### config.mk
export PLATFORM = sky130hd
export DESIGN_NAME = ordered_list_append_delete_flat
export DESIGN_NICKNAME = d
export VERILOG_FILES = /design/src/rtl/core/oll_pkg.sv /design/src/rtl/core/oll_req_if.sv /design/src/rtl/core/oll_rsp_if.sv /design/src/rtl/core/oll_ram.sv /design/src/rtl/core/oll_ctrl.sv /design/src/rtl/core/oll_dp.sv /design/src/rtl/core/ordered_list_append_delete.sv /design/src/flat_wrapper.sv
export SDC_FILE = /design/constraint.sdc
export NUM_CORES = 1
export LEC_CHECK = 0
export BUFFER_PORTS_ARGS = -buffer_cell sky130_fd_sc_hd__clkbuf_2
export CELL_PAD_IN_SITES_DETAIL_PLACEMENT = 1
export CELL_PAD_IN_SITES_GLOBAL_PLACEMENT = 1
export CORE_ASPECT_RATIO = 0.9
export CORE_MARGIN = 5
export CORE_UTILIZATION = 55
export CTS_BUF_LIST = sky130_fd_sc_hd__clkbuf_4
export CTS_CLUSTER_SIZE = 20
export DETAILED_ROUTE_END_ITERATION = 7
export PLACE_DENSITY_LB_ADDON = 0.08
export RECOVER_POWER = 50
export SLEW_MARGIN = 15
export SYNTH_ARGS = -nofsm -noshare
export SYNTH_HDL_FRONTEND = slang
export SYNTH_HIERARCHICAL = 1
export SYNTH_SLANG_ARGS = --single-unit
### constraint.sdc
create_clock -name clk -period 7.6 [get_ports clk]
set_input_delay 1.52 -clock clk [delete_from_list [all_inputs] [get_ports clk]]
set_output_delay 1.52 -clock clk [all_outputs]
set_load 0.02 [all_outputs]
### src/rtl/core/oll_pkg.sv
// shared types and constants for the ordered list block
package oll_pkg;

	localparam int CAPACITY = 16;
	localparam int IDX_W    = (CAPACITY > 1) ? $clog2(CAPACITY) : 1;
	localparam int CNT_W    = $clog2(CAPACITY + 1);
	localparam int VAL_W    = 32;

	typedef enum logic [1:0] {
		FN_APPEND   = 2'd0,
		FN_DELETE   = 2'd1,
		FN_DUMP_FWD = 2'd2,
		FN_DUMP_BWD = 2'd3
	} func_t;

	typedef enum logic [2:0] {
		ST_DONE      = 3'd0,
		ST_ENTRY     = 3'd1,
		ST_NOT_FOUND = 3'd2,
		ST_FULL      = 3'd3,
		ST_EMPTY     = 3'd4
	} status_t;

	typedef enum logic [2:0] {
		S_IDLE,
		S_DECODE,
		S_SEARCH,
		S_SHIFT,
		S_DUMP,
		S_EMIT
	} state_t;

	typedef enum logic [1:0] {
		RD_START,
		RD_CUR,
		RD_NEXT,
		RD_NEXT2
	} rd_sel_t;

	typedef struct packed {
		logic    req_ready;
		logic    idx_inc;
		logic    wr_en;
		logic    cnt_inc;
		logic    cnt_dec;
		rd_sel_t rd_sel;
		logic    out_load;
		logic    out_dump;
		logic    out_last;
		status_t out_status;
	} cmd_t;

	typedef struct packed {
		logic             req_valid;
		func_t            func;
		logic             full;
		logic             empty;
		logic             match;
		logic             at_last;
		logic             shift_more;
		logic             out_free;
		logic [CNT_W-1:0] count;
	} sts_t;

endpackage

### src/rtl/core/oll_req_if.sv
// request channel: operation and value
interface oll_req_if;
	logic                             valid;
	logic                             ready;
	oll_pkg::func_t                   func;
	logic signed [oll_pkg::VAL_W-1:0] value;

	modport source (output valid, output func, output value, input ready);
	modport sink   (input valid, input func, input value, output ready);
endinterface

### src/rtl/core/oll_rsp_if.sv
// response channel: status, entry value and last marker
interface oll_rsp_if;
	logic                             valid;
	logic                             ready;
	oll_pkg::status_t                 status;
	logic signed [oll_pkg::VAL_W-1:0] item_value;
	logic                             last;

	modport source (output valid, output status, output item_value, output last, input ready);
	modport sink   (input valid, input status, input item_value, input last, output ready);
endinterface

### src/rtl/core/oll_ram.sv
// generic single write port ram with registered read
module oll_ram #(
	parameter int WIDTH = 32,
	parameter int DEPTH = 16
) (
	input  logic                                       clk,
	input  logic                                       we,
	input  logic [((DEPTH > 1) ? $clog2(DEPTH) : 1)-1:0] waddr,
	input  logic [WIDTH-1:0]                           wdata,
	input  logic [((DEPTH > 1) ? $clog2(DEPTH) : 1)-1:0] raddr,
	output logic [WIDTH-1:0]                           rdata
);

	logic [WIDTH-1:0] mem_q [DEPTH];

	always_ff @(posedge clk) begin
		if (we) begin
			mem_q[waddr] <= wdata;
		end
		rdata <= mem_q[raddr];
	end

endmodule

### src/rtl/core/oll_ctrl.sv
// controller state machine for the ordered list
module oll_ctrl (
	input  logic          clk,
	input  logic          arst_n,
	input  oll_pkg::sts_t sts,
	output oll_pkg::cmd_t cmd
);

	oll_pkg::state_t  state_q, state_d;
	oll_pkg::status_t res_q, res_d;

	always_ff @(posedge clk or negedge arst_n) begin
		if (!arst_n) begin
			state_q <= oll_pkg::S_IDLE;
			res_q   <= oll_pkg::ST_DONE;
		end else begin
			state_q <= state_d;
			res_q   <= res_d;
		end
	end

	always_comb begin
		cmd     = '0;
		state_d = state_q;
		res_d   = res_q;
		case (state_q)
			oll_pkg::S_IDLE: begin
				cmd.req_ready = 1'b1;
				if (sts.req_valid) begin
					state_d = oll_pkg::S_DECODE;
				end
			end
			oll_pkg::S_DECODE: begin
				case (sts.func)
					oll_pkg::FN_APPEND: begin
						state_d = oll_pkg::S_EMIT;
						if (sts.full) begin
							res_d = oll_pkg::ST_FULL;
						end else begin
							cmd.wr_en   = 1'b1;
							cmd.cnt_inc = 1'b1;
							res_d       = oll_pkg::ST_DONE;
						end
					end
					oll_pkg::FN_DELETE: begin
						if (sts.empty) begin
							res_d   = oll_pkg::ST_NOT_FOUND;
							state_d = oll_pkg::S_EMIT;
						end else begin
							cmd.rd_sel = oll_pkg::RD_START;
							state_d    = oll_pkg::S_SEARCH;
						end
					end
					default: begin
						if (sts.empty) begin
							res_d   = oll_pkg::ST_EMPTY;
							state_d = oll_pkg::S_EMIT;
						end else begin
							cmd.rd_sel = oll_pkg::RD_START;
							state_d    = oll_pkg::S_DUMP;
						end
					end
				endcase
			end
			oll_pkg::S_SEARCH: begin
				if (sts.match) begin
					if (sts.at_last) begin
						cmd.cnt_dec = 1'b1;
						res_d       = oll_pkg::ST_DONE;
						state_d     = oll_pkg::S_EMIT;
					end else begin
						cmd.rd_sel = oll_pkg::RD_NEXT;
						state_d    = oll_pkg::S_SHIFT;
					end
				end else if (sts.at_last) begin
					res_d   = oll_pkg::ST_NOT_FOUND;
					state_d = oll_pkg::S_EMIT;
				end else begin
					cmd.idx_inc = 1'b1;
					cmd.rd_sel  = oll_pkg::RD_NEXT;
				end
			end
			oll_pkg::S_SHIFT: begin
				cmd.wr_en = 1'b1;
				if (sts.shift_more) begin
					cmd.rd_sel  = oll_pkg::RD_NEXT2;
					cmd.idx_inc = 1'b1;
				end else begin
					cmd.cnt_dec = 1'b1;
					res_d       = oll_pkg::ST_DONE;
					state_d     = oll_pkg::S_EMIT;
				end
			end
			oll_pkg::S_DUMP: begin
				if (sts.out_free) begin
					cmd.out_load   = 1'b1;
					cmd.out_dump   = 1'b1;
					cmd.out_status = oll_pkg::ST_ENTRY;
					cmd.out_last   = sts.at_last;
					if (sts.at_last) begin
						state_d = oll_pkg::S_IDLE;
					end else begin
						cmd.idx_inc = 1'b1;
						cmd.rd_sel  = oll_pkg::RD_NEXT;
					end
				end else begin
					cmd.rd_sel = oll_pkg::RD_CUR;
				end
			end
			oll_pkg::S_EMIT: begin
				if (sts.out_free) begin
					cmd.out_load   = 1'b1;
					cmd.out_status = res_q;
					cmd.out_last   = 1'b1;
					state_d        = oll_pkg::S_IDLE;
				end
			end
			default: begin
				state_d = oll_pkg::S_IDLE;
			end
		endcase
	end

endmodule

### src/rtl/core/oll_dp.sv
// datapath: entry store, count, walk index and output register
module oll_dp (
	input  logic          clk,
	input  logic          arst_n,
	oll_req_if.sink       req,
	oll_rsp_if.source     rsp,
	input  oll_pkg::cmd_t cmd,
	output oll_pkg::sts_t sts
);

	localparam int IW = oll_pkg::IDX_W;
	localparam int CW = oll_pkg::CNT_W;
	localparam int KW = oll_pkg::CNT_W + 1;

	logic [IW-1:0]                    idx_q;
	logic [CW-1:0]                    count_q;
	oll_pkg::func_t                   func_q;
	logic [oll_pkg::VAL_W-1:0]        value_q;
	logic                             out_valid_q;
	oll_pkg::status_t                 out_status_q;
	logic [oll_pkg::VAL_W-1:0]        out_value_q;
	logic                             out_last_q;
	logic [oll_pkg::VAL_W-1:0]        rdata;
	logic [IW-1:0]                    raddr;
	logic [IW-1:0]                    waddr;
	logic [oll_pkg::VAL_W-1:0]        wdata;
	logic [KW-1:0]                    k;
	logic [KW-1:0]                    cnt_ext;
	logic [KW-1:0]                    idx_ext;
	logic                             bwd;
	logic                             accept;
	logic                             out_free;

	assign accept   = req.valid && req.ready;
	assign out_free = !out_valid_q || rsp.ready;
	assign bwd      = (func_q == oll_pkg::FN_DUMP_BWD);
	assign cnt_ext  = KW'(count_q);
	assign idx_ext  = KW'(idx_q);

	always_comb begin
		case (cmd.rd_sel)
			oll_pkg::RD_START: k = '0;
			oll_pkg::RD_CUR:   k = idx_ext;
			oll_pkg::RD_NEXT:  k = idx_ext + KW'(1);
			oll_pkg::RD_NEXT2: k = idx_ext + KW'(2);
			default:           k = '0;
		endcase
		if (bwd) begin
			raddr = IW'(cnt_ext - KW'(1) - k);
		end else begin
			raddr = IW'(k);
		end
	end

	assign waddr = cmd.cnt_inc ? IW'(count_q) : idx_q;
	assign wdata = cmd.cnt_inc ? value_q : rdata;

	oll_ram #(
		.WIDTH (oll_pkg::VAL_W),
		.DEPTH (oll_pkg::CAPACITY)
	) u_ram (
		.clk   (clk),
		.we    (cmd.wr_en),
		.waddr (waddr),
		.wdata (wdata),
		.raddr (raddr),
		.rdata (rdata)
	);

	always_ff @(posedge clk) begin
		if (accept) begin
			func_q  <= req.func;
			value_q <= req.value;
		end
		if (cmd.out_load) begin
			out_status_q <= cmd.out_status;
			out_value_q  <= cmd.out_dump ? rdata : '0;
			out_last_q   <= cmd.out_last;
		end
	end

	always_ff @(posedge clk or negedge arst_n) begin
		if (!arst_n) begin
			idx_q       <= '0;
			count_q     <= '0;
			out_valid_q <= 1'b0;
		end else begin
			if (accept) begin
				idx_q <= '0;
			end else if (cmd.idx_inc) begin
				idx_q <= idx_q + IW'(1);
			end
			if (cmd.cnt_inc) begin
				count_q <= count_q + CW'(1);
			end else if (cmd.cnt_dec) begin
				count_q <= count_q - CW'(1);
			end
			if (cmd.out_load) begin
				out_valid_q <= 1'b1;
			end else if (rsp.ready) begin
				out_valid_q <= 1'b0;
			end
		end
	end

	assign req.ready      = cmd.req_ready;
	assign rsp.valid      = out_valid_q;
	assign rsp.status     = out_status_q;
	assign rsp.item_value = out_value_q;
	assign rsp.last       = out_last_q;

	assign sts.req_valid  = req.valid;
	assign sts.func       = func_q;
	assign sts.full       = (count_q == CW'(oll_pkg::CAPACITY));
	assign sts.empty      = (count_q == '0);
	assign sts.match      = (rdata == value_q);
	assign sts.at_last    = (idx_ext + KW'(1) == cnt_ext);
	assign sts.shift_more = (idx_ext + KW'(2) < cnt_ext);
	assign sts.out_free   = out_free;
	assign sts.count      = count_q;

endmodule

### src/rtl/core/ordered_list_append_delete.sv
// top level of the bounded ordered list with append, delete and dumps
//
//  channel  dir  fields                     per transfer
//  req      in   func, value                one operation
//  rsp      out  status, item_value, last   one result, last marks the final one
//
// append, full list and empty cases: result from the decode state, then the emit state loads the output register
// delete: walks the single-read-port entry ram to find the value, then shifts the later entries down
// dumps: one result per cycle while rsp is ready, entry count results
// reset clears the count and control; entry storage needs no clearing pass
// a stalled rsp holds the walk; the next request is taken once the last result is loaded
module ordered_list_append_delete (
	input  logic      clk,
	input  logic      arst_n,
	oll_req_if.sink   req,
	oll_rsp_if.source rsp
);

	oll_pkg::cmd_t cmd;
	oll_pkg::sts_t sts;

	oll_ctrl u_ctrl (
		.clk    (clk),
		.arst_n (arst_n),
		.sts    (sts),
		.cmd    (cmd)
	);

	oll_dp u_dp (
		.clk    (clk),
		.arst_n (arst_n),
		.req    (req),
		.rsp    (rsp),
		.cmd    (cmd),
		.sts    (sts)
	);

`ifndef NO_ASSERTIONS
	a_count_bound: assert property (@(posedge clk) disable iff (!arst_n)
		sts.count <= oll_pkg::CNT_W'(oll_pkg::CAPACITY))
		else $error("entry count above capacity");

	a_load_free: assert property (@(posedge clk) disable iff (!arst_n)
		cmd.out_load |-> sts.out_free)
		else $error("output register overwritten while held");

	a_one_item: assert property (@(posedge clk) disable iff (!arst_n)
		(req.valid && req.ready) |=> !req.ready)
		else $error("request taken while busy");

	a_count_step: assert property (@(posedge clk) disable iff (!arst_n)
		!$stable(sts.count) |->
			(sts.count == $past(sts.count) + oll_pkg::CNT_W'(1)) ||
			(sts.count == $past(sts.count) - oll_pkg::CNT_W'(1)))
		else $error("entry count jumped");
`endif

endmodule

### src/flat_wrapper.sv
// flat-port wrapper written by rule: the top's interface ports become plain ports
module ordered_list_append_delete_flat 
  (clk, arst_n, req_valid, req_func, req_value, req_ready, rsp_valid, rsp_status, rsp_item_value, rsp_last, rsp_ready);
  oll_req_if req_i ();
  oll_rsp_if rsp_i ();
  input  logic clk;
  input  logic arst_n;
  input wire logic [$bits(req_i.valid)-1:0] req_valid;
  input wire logic [$bits(req_i.func)-1:0] req_func;
  input wire logic [$bits(req_i.value)-1:0] req_value;
  output wire logic [$bits(req_i.ready)-1:0] req_ready;
  output wire logic [$bits(rsp_i.valid)-1:0] rsp_valid;
  output wire logic [$bits(rsp_i.status)-1:0] rsp_status;
  output wire logic [$bits(rsp_i.item_value)-1:0] rsp_item_value;
  output wire logic [$bits(rsp_i.last)-1:0] rsp_last;
  input wire logic [$bits(rsp_i.ready)-1:0] rsp_ready;
  assign req_i.valid = req_valid;
  assign req_i.func = req_func;
  assign req_i.value = req_value;
  assign req_ready = req_i.ready;
  assign rsp_valid = rsp_i.valid;
  assign rsp_status = rsp_i.status;
  assign rsp_item_value = rsp_i.item_value;
  assign rsp_last = rsp_i.last;
  assign rsp_i.ready = rsp_ready;
  ordered_list_append_delete u_core (.clk(clk), .arst_n(arst_n), .req(req_i), .rsp(rsp_i));
endmodule
==> run_results.csv, run 1 <==
group,metric,value,unit
run_status,status,"complete, but fails checks",
run_status,violations,"max-capacitance violations, max-slew violations",
clock_network,cts_setup_buffers,0,
timing,setup_ws,1.38,ns
floorplanning,ios,76,
routing,route.detailed.drc,0,
clock_network,cts_buffers,158,
synthesis,yosysMostFrequentCell,"edfxtp_1",
layout,fin_nets,1478,
setup_path,ff2ff_path_depth,19,
pwr,power_leakage,0.00929,uW
synthesis,synth-edff-count,582,
routing,first_iter_violations,1173,
clock_network,htree_levels,4,
synthesis,yosysSeqAreaShare,0.755,
global_route,grt_use_total,0.253,
pwr,p_per_area,413,nW/um2
timing,finalSetupViolations,0,
floorplanning,die_y,210,um
placement,place_inst,1865,
layout,drive_above_1_share,0.321,
floorplanning,die_x,233,um
setup_path,critPathCaptureType,"flip-flop",
pwr,ir_drop,0.000222,V
global_route,grt_pass1_wl,89700,um
timing,rsz0062_at_grt,"false",
synthesis,avgSynthCellArea,20.1,um2
routing,vias,12900,
synthesis,synth_top_area_frac,0.713,
flow_run,cap_viol_max_count,3,
global_route,grt_max_degree,60,
synthesis,syn_nets,1276,
worst_hold_path,holdPathStages,1,
routing,antenna_left,0,
layout,final_area,27800,um2
synthesis,netlist.top_cell.by_area,"edfxtp_1",
synthesis,synth_seq_cells,630,
setup_path,worstSetupStartpointType,"flip-flop",
clock_network,cts_tree,"yes",
routing,drt_pass1_iterations,5,
floorplanning,die-area,48900,um2
synthesis,syn-cell-area,24500,um2
timing,worst_slew_pin_slew,2.76,ns
global_route,grt_pass1_vias,13800,
global_route,antenna_found_initial,3,
floorplanning,initial_core_util,0.556,
clock_network,clock-sinks,630,
timing,fmax,0.161,GHz
timing,slew_viol_final,103,
worst_hold_path,hp-class,"reg -> reg",
floorplanning,rows,73,
clock_network,clk_pin_slew,0.08,ns
setup_path,critical_path_required,8.39,ns
timing,min_period,6.22,ns
setup_path,worst-path-max-fanout,20,
synthesis,synth_cell_types,56,
clock_network,cts_hold_buf,0,
layout,syn_to_final_growth,13.4,%
placement,postPlaceCellArea,25800,um2
placement,hpwl,33000,um
setup_path,crit_type,"reg -> reg",
synthesis,yosysWarnings,6,
timing,final-hold-violation-count,0,
synthesis,yosys-top-cells-area,"edfxtp_1, mux4_2, dfxtp_1",
timing,fin_skew,0.0368,ns
routing,wirelength,60600,um
placement,io_buffers,75,
timing,max_slew_margin,-0.840,
setup_path,arrival,7.00,ns
synthesis,synthFlopType,"edfxtp_1",
routing,wl_per_cell,28.1,um
layout,nFillCells,3794,
placement,place_congestion,0.793,
global_route,grt_overflow,0,
timing,tns,0,ns
floorplanning,core,44100,um2
layout,final_cells,2159,
synthesis,synthCells,1223,
routing,via_per_inst,5.96,
clock_network,clock-root-buffer,"clkbuf_4",
timing,fin_crit_sh,0.818,
clock_network,cts-resized-gates,0,
clock_network,cts_buffer_depth,3,
placement,place_ws,1.50,ns
synthesis,yosys-top-cells-count,"edfxtp_1, mux4_2, a22oi_1",
clock_network,clk_latency,0.86,ns
synthesis,async_flop_share,0.0254,
## state kept, by name, indices dropped and copies added (netlist names), 2 cells and up
| register | flops |
|---|---|
| u_core/u_dp/u_ram/mem_q | 512 |
| u_core/u_dp/rsp.item_value | 32 |
| u_core/u_dp/u_ram/rdata | 32 |
| u_core/u_dp/value_q | 32 |
| u_core/u_dp/count_q | 5 |
| u_core/u_dp/idx_q | 4 |
| u_core/u_ctrl/res_q | 3 |
| u_core/u_ctrl/state_q | 3 |
| u_core/u_dp/rsp.status | 3 |
| u_core/u_dp/func_q | 2 |
## final cells by class
| cell class | count | area [um2] | area share |
|---|---|---|---|
| tap | 600 | 751 | 0.0270 |
| clock inverter | 55 | 284 | 0.0102 |
| antenna | 3 | 7.51 | 0.000270 |
| sequential | 630 | 18500 | 0.666 |
| timing repair buffer | 105 | 622 | 0.0224 |
| clock buffer | 236 | 1770 | 0.0637 |
| multi-input combinational | 518 | 5800 | 0.209 |
| inverter | 12 | 45.0 | 0.00162 |
## where the power goes
part	internal, uW	switching (uW)
sequential	4620	240
clock	1500	1350
combinational	1500	2290
## metal layers
| layer | GRT usage | vias up | wire length [um] |
|---|---|---|---|
| met1 | 0.361 | 6772 | 25300 |
| met2 | 0.400 | 527 | 29300 |
| met4 | 0.0690 | 2 | 1130 |
| met3 | 0.0638 | 83 | 4800 |
| li1 | - | 5484 | - |
| met5 | 0 | - | 13 |
## layout by cell type, fill, tap and decap left out, drive strengths merged, types with 9 or more instances in the layout
cell type	count
ha	13
nand2	47
o21ai	9
xor2	40
edfxtp	582
nor4	10
buf	27
clkbuf	314
a21oi	15
mux2	36
dfrtp	16
dfxtp	32
clkinv	48
mux4	128
nand2b	9
and2	36
a22oi	65
nor2	34
inv	15
## logic make-up after synthesis
family	share of synthesized area
flops	0.755
simple gates	0.0379
mux	0.135
compound gates	0.0327
buf+inv	0.0144
xor+xnor	0.0168
fa+ha+maj	0.00827
## worst max-delay path: stages, from the launching register on
cell,delay (ns)
dfrtp_1,0.54
ha_1,0.34
xor2_1,0.19
ha_1,0.25
nand2_1,0.07
a21oi_1,0.04
a211oi_1,0.48
nand2_1,0.21
o22ai_1,0.56
mux2_2,0.41
a21oi_1,0.41
ha_1,0.33
nand3_1,0.10
a211oi_1,0.09
a31oi_1,0.22
xor2_1,0.47
nor2b_4,0.80
buf_4,0.40
a22oi_1,0.15
nand2_1,0.12
## metrics by stage
| stage | hold WS [ns] | utilization | power, uW |
|---|---|---|---|
| floorplan | 0.466 | - | 7540 |
| global placement | 0.501 | 0.584 | 8640 |
| detailed placement | 0.494 | 0.584 | 8770 |
| CTS | 0.511 | 0.631 | 11600 |
| global route | 0.524 | 0.630 | 12100 |
| finish | 0.511 | 0.630 | 11500 |
## path summary, 6_finish.rpt
kind                                                    startpoint                                  to  slack [ns]
worst min-delay path            u_core/u_ctrl/res_q[0]$_DFFE_PN0P_  u_core/u_ctrl/res_q[0]$_DFFE_PN0P_        0.51
worst max register to register    u_core/u_dp/idx_q[2]$_DFFE_PN0P_  u_core/u_dp/u_ram/rdata[5]$_DFF_P_        1.38
worst min register to register  u_core/u_ctrl/res_q[0]$_DFFE_PN0P_  u_core/u_ctrl/res_q[0]$_DFFE_PN0P_        0.51
worst max-delay path              u_core/u_dp/idx_q[2]$_DFFE_PN0P_  u_core/u_dp/u_ram/rdata[5]$_DFF_P_        1.38
min in group asynchronous                                   arst_n  u_core/u_dp/count_q[1]$_DFFE_PN0P_        0.82
max in group asynchronous                                   arst_n    u_core/u_dp/idx_q[1]$_DFFE_PN0P_        6.16
(Power assumes the default switching activity.)
==> run 2: changes to the inputs <==
Settings changed: CORE_UTILIZATION 55 to 51.
Clock period 7.6 ns to 5.41 ns, I/O delays scaled along.
==> run_results.csv, run 2 (same netlist as run 1, synthesis figures left out) <==
group,metric,value,unit
run_status,status,"complete, but fails checks",
run_status,violations,"max-capacitance violations, max-slew violations",
layout,top_register,"u_core/u_dp/u_ram/mem_q",
layout,final_area,28200,um2
clock_network,cts_tree,"yes",
placement,place_congestion,0.758,
setup_path,worstSetupStartpointType,"flip-flop",
timing,min_period,5.02,ns
routing,vias,12900,
pwr,ir_drop,0.000455,V
timing,tns,0,ns
placement,hpwl,33000,um
timing,slew_viol_final,112,
worst_hold_path,hp-class,"in -> reg",
clock_network,cts_setup_buffers,0,
layout,layout_common_cells,"edfxtp_1, clkbuf_4, mux4_2, a22oi_1, nand2_1",
global_route,grt_pass1_wl,90200,um
timing,finalSetupViolations,0,
setup_path,crit_type,"reg -> reg",
floorplanning,die_y,218,um
timing,fin_crit_sh,0.928,
timing,worst_slew_pin_slew,3.10,ns
placement,io_buffers,75,
setup_path,worst-path-max-fanout,24,
timing,fin_skew,0.0395,ns
timing,final-hold-violation-count,0,
placement,place_ws,0.419,ns
layout,syn_to_final_growth,15.0,%
routing,first_iter_violations,1147,
setup_path,ff2ff_path_depth,20,
setup_path,r2r_slack,0.39,ns
flow_run,cap_viol_max_count,3,
routing,route.detailed.drc,0,
setup_path,r2r_start,"u_core/u_dp/idx_q[2]$_DFFE_PN0P_",
clock_network,clock-sinks,630,
layout,drive_above_1_share,0.330,
floorplanning,ios,76,
pwr,power_leakage,0.00946,uW
routing,wirelength,60400,um
routing,antenna_left,0,
timing,setup_ws,0.390,ns
routing,drt_pass1_iterations,5,
setup_path,r2r-end,"u_core/u_dp/u_ram/rdata[2]$_DFF_P_",
clock_network,cts_buffers,159,
routing,wl_per_cell,27.4,um
layout,fin_nets,1496,
floorplanning,core,47700,um2
clock_network,htree_levels,4,
pwr,p_per_area,585,nW/um2
timing,rsz0062_at_grt,"false",
floorplanning,initial_core_util,0.514,
setup_path,critical_path_required,6.27,ns
timing,fmax,0.199,GHz
layout,nFillCells,4229,
global_route,grt_use_total,0.239,
floorplanning,die-area,52600,um2
clock_network,cts_buffer_depth,3,
global_route,grt_max_degree,53,
clock_network,clk_latency,0.98,ns
setup_path,arrival,5.88,ns
layout,largest_register_ffs,512,
setup_path,crit_end,"u_core/u_dp/u_ram/rdata[2]$_DFF_P_",
placement,postPlaceCellArea,26000,um2
layout,final_cells,2205,
clock_network,clk_pin_slew,0.07,ns
routing,via_per_inst,5.86,
placement,place_inst,1905,
global_route,grt_pass1_vias,13900,
clock_network,clock-root-buffer,"clkbuf_4",
timing,max_slew_margin,-1.07,
setup_path,critPathCaptureType,"flip-flop",
global_route,antenna_found_initial,2,
floorplanning,die_x,241,um
setup_path,startpoint,"u_core/u_dp/idx_q[2]$_DFFE_PN0P_",
global_route,grt_overflow,0,
floorplanning,rows,76,
layout,final_common_cell,"edfxtp_1",
## run 2: what timing repair did
item,in CTS,in global routing
resized for setup,0,1
endpoints found under the hold margin,16,0
endpoints found under the setup margin,0,19
hold buffers,1,0
## run 2: worst min path at each step
| stage | startpoint | end | slack, ns | cells past startpoint |
|---|---|---|---|---|
| finish | req_value[1] | u_core/u_dp/value_q[1]$_DFFE_PP_ | 0.28 | 1 |
| global route | req_value[1] | u_core/u_dp/value_q[1]$_DFFE_PP_ | 0.20 | 1 |
| CTS | req_value[1] | u_core/u_dp/value_q[1]$_DFFE_PP_ | 0.17 | 1 |
| detailed placement | u_core/u_ctrl/res_q[0]$_DFFE_PN0P_ | u_core/u_ctrl/res_q[0]$_DFFE_PN0P_ | 0.52 | 1 |
| global placement | u_core/u_ctrl/res_q[0]$_DFFE_PN0P_ | u_core/u_ctrl/res_q[0]$_DFFE_PN0P_ | 0.51 | 1 |
| floorplan | u_core/u_ctrl/res_q[0]$_DFFE_PN0P_ | u_core/u_ctrl/res_q[0]$_DFFE_PN0P_ | 0.47 | 1 |
## run 2: layer usage
| metal | share of wire | track usage |
|---|---|---|
| met5 | 0 | 0 |
| met1 | 0.44 | 0.343 |
| met3 | 0.063 | 0.0588 |
| met4 | 0.021 | 0.0747 |
| met2 | 0.48 | 0.366 |
## run 2: layout make-up
cell class | instances | area, um2 | share of cell area
multi-input combinational | 518 | 5810 | 0.206
clock buffer | 253 | 1900 | 0.0673
timing repair buffer | 122 | 842 | 0.0299
inverter | 12 | 45.0 | 0.00160
sequential | 630 | 18500 | 0.657
antenna | 6 | 15.0 | 0.000532
tap | 624 | 781 | 0.0277
clock inverter | 40 | 295 | 0.0105
## run 2: worst max-delay path: stages, from the launching register on
cell and delay [ns]:
dfrtp_1 0.55, ha_1 0.33, xor2_1 0.18, ha_1 0.25
nand2_1 0.07, a21oi_1 0.04, a211oi_1 0.31, nand2_1 0.17
a22oi_1 0.28, buf_4 0.19, nor3b_1 0.17, a21oi_1 0.11
ha_1 0.26, fa_1 0.50, nor2_1 0.07, a21oi_4 0.21
buf_12 0.24, buf_4 0.27, mux4_2 0.33, a22oi_1 0.29
nand2_1 0.09
## run 2: per-stage QoR
stage	utilization	hold WS (ns)	power, uW
after floorplan	-	0.466	10600
after global placement	0.546	0.512	12300
after detailed placement	0.546	0.518	12500
after CTS	0.592	0.170	16800
after global routing	0.591	0.196	17400
final	0.591	0.277	16500
## run 2: power breakdown
part	internal [uW]	switching (uW)	leakage, uW
Sequential	6490	337	0.00576
Combinational	2220	3200	0.00239
Clock	2360	1910	0.00131
==> run 3: changes to the inputs <==
--- a/config.mk
+++ b/config.mk
@@ -12,3 +12,3 @@
 export CORE_MARGIN = 5
-export CORE_UTILIZATION = 51
+export CORE_UTILIZATION = 55
 export CTS_BUF_LIST = sky130_fd_sc_hd__clkbuf_4
==> constraint.sdc (replaced) <==
create_clock -name clk -period 5.6 [get_ports clk]
set_input_delay 0.84 -clock clk [delete_from_list [all_inputs] [get_ports clk]]
set_output_delay 0.84 -clock clk [all_outputs]
set_load 0.02 [all_outputs]
==> run_results.csv, run 3 (same netlist as run 1, synthesis figures left out) <==
group,metric,value,unit
timing,rsz0062_at_grt,"false",
floorplanning,ios,76,
routing,vias,12800,
setup_path,crit_type,"reg -> reg",
timing,fmax,0.193,GHz
setup_path,critPathCaptureType,"flip-flop",
clock_network,cts_tree,"yes",
floorplanning,rows,73,
routing,via_per_inst,5.92,
floorplanning,die_x,233,um
global_route,grt_overflow,0,
routing,first_iter_violations,1234,
routing,antenna_left,0,
clock_network,cts_buffers,157,
setup_path,critical_path_required,6.31,ns
timing,finalSetupViolations,0,
setup_path,worstSetupStartpointType,"flip-flop",
timing,fin_crit_sh,0.926,
layout,ff_latch_area,18500,um2
layout,nFillCells,3806,
clock_network,clk_latency,0.86,ns
floorplanning,die-area,48900,um2
routing,route.detailed.drc,0,
clock_network,cts_buffer_depth,3,
global_route,antenna_found_initial,2,
layout,fin_nets,1490,
floorplanning,core,44100,um2
routing,wl_per_cell,27.6,um
global_route,grt_pass1_wl,88600,um
global_route,grt_pass1_vias,13800,
run_status,status,"complete, but fails checks",
layout,final_common_cell,"edfxtp_1",
placement,place_congestion,0.786,
global_route,grt_use_met3,0.0657,
timing,max_slew_margin,-0.964,
global_route,met1_usage,0.355,
floorplanning,initial_core_util,0.556,
pwr,p_per_area,562,nW/um2
timing,fin_skew,0.0586,ns
clock_network,htree_levels,4,
clock_network,clk_pin_slew,0.07,ns
layout,layout_common_cells,"edfxtp_1, clkbuf_4, mux4_2, a22oi_1, clkbuf_1",
setup_path,arrival,5.89,ns
pwr,power_leakage,0.00936,uW
placement,postPlaceCellArea,26000,um2
layout,final_area,28100,um2
layout,multi_input_area,5820,um2
clock_network,cts_setup_buffers,0,
setup_path,worst-path-max-fanout,31,
global_route,top_usage_layer,"met2",
timing,final-hold-violation-count,0,
global_route,grt_max_degree,53,
routing,wirelength,59900,um
timing,min_period,5.19,ns
timing,tns,0,ns
layout,syn_to_final_growth,14.5,%
routing,drt_pass1_iterations,5,
placement,hpwl,33200,um
layout,largest_register_ffs,512,
layout,top_register,"u_core/u_dp/u_ram/mem_q",
clock_network,clock-sinks,630,
global_route,grt_use_total,0.250,
layout,drive_above_1_share,0.315,
run_status,violations,"max-capacitance violations, max-slew violations",
pwr,ir_drop,0.000288,V
worst_hold_path,hp-class,"in -> reg",
placement,io_buffers,75,
timing,worst_slew_pin_slew,2.95,ns
clock_network,clock-root-buffer,"clkbuf_4",
timing,slew_viol_final,112,
floorplanning,die_y,210,um
global_route,grt_use_met2,0.393,
flow_run,cap_viol_max_count,3,
-- run 3: repair_timing --
action,in CTS,in global routing
hold buffers,1,0
resized for setup,0,3
hold endpoints to repair,16,0
endpoints found under the setup margin,0,32
-- run 3: where the power goes --
group          total, uW  switching (uW)  leakage [uW]  internal [uW]
Clock               3930            1800       0.00126           2130
Combinational       5240            3110       0.00234           2130
Sequential          6600             328       0.00576           6270
Total              15800            5240       0.00936          10500
-- run 3: final cells by class --
type / instances / share of cell area
Clock inverter: 37 / 0.00731
Timing Repair Buffer: 118 / 0.0305
Antenna cell: 1 / 0.0000891
Clock buffer: 252 / 0.0674
Multi-Input combinational cell: 518 / 0.207
Tap cell: 600 / 0.0267
Sequential cell: 630 / 0.659
Inverter: 12 / 0.00160
-- run 3: path summary, 6_finish.rpt --
kind                                                         start                              endpoint  slack, ns  depth (start not counted)
worst max-delay path              u_core/u_dp/idx_q[2]$_DFFE_PN0P_   u_core/u_dp/u_ram/rdata[22]$_DFF_P_       0.41                         18
worst min-delay path                                  req_value[4]      u_core/u_dp/value_q[4]$_DFFE_PP_       0.16                          1
worst max register to register    u_core/u_dp/idx_q[2]$_DFFE_PN0P_   u_core/u_dp/u_ram/rdata[22]$_DFF_P_       0.41                         18
worst min register to register  u_core/u_ctrl/res_q[0]$_DFFE_PN0P_    u_core/u_ctrl/res_q[0]$_DFFE_PN0P_       0.49                          1
max in group asynchronous                                   arst_n  u_core/u_ctrl/state_q[1]$_DFFE_PN0P_       4.33                          2
min in group asynchronous                                   arst_n    u_core/u_dp/count_q[2]$_DFFE_PN0P_       0.66                          2
-- run 3: stage by stage --
stage                      util  hold slack [ns]  power [uW]  setup slack [ns]  std cells
final                     0.637            0.156       15800             0.414       2168
after global routing      0.637           0.0505       16600            0.0767       2168
after global placement    0.590            0.488       11800             0.365       1877
after detailed placement  0.590            0.484       12000             0.134       1877
after floorplan               -            0.466       10200             0.607       1223
after CTS                 0.638           0.0584       16000            0.0903       2167
-- run 3: per-layer routing --
layer | part of all wire | wire length (um)
met1 | 0.42 | 24900
met2 | 0.49 | 29100
met3 | 0.080 | 4820
met4 | 0.018 | 1050
met5 | 0 | 0
-- run 3: critical path: stages (launching register included) --
cell      delay [ns]
dfrtp_1         0.55
ha_1            0.33
xor2_1          0.18
ha_1            0.25
nand2_1         0.07
a21oi_1         0.05
a211oi_2        0.36
nand2_1         0.19
a22oi_2         0.40
nor3b_1         0.23
a21oi_1         0.12
ha_1            0.25
fa_1            0.49
nor2_1          0.07
a21oi_4         0.56
buf_12          0.31
mux4_2          0.34
a22oi_1         0.23
nand2_1         0.09
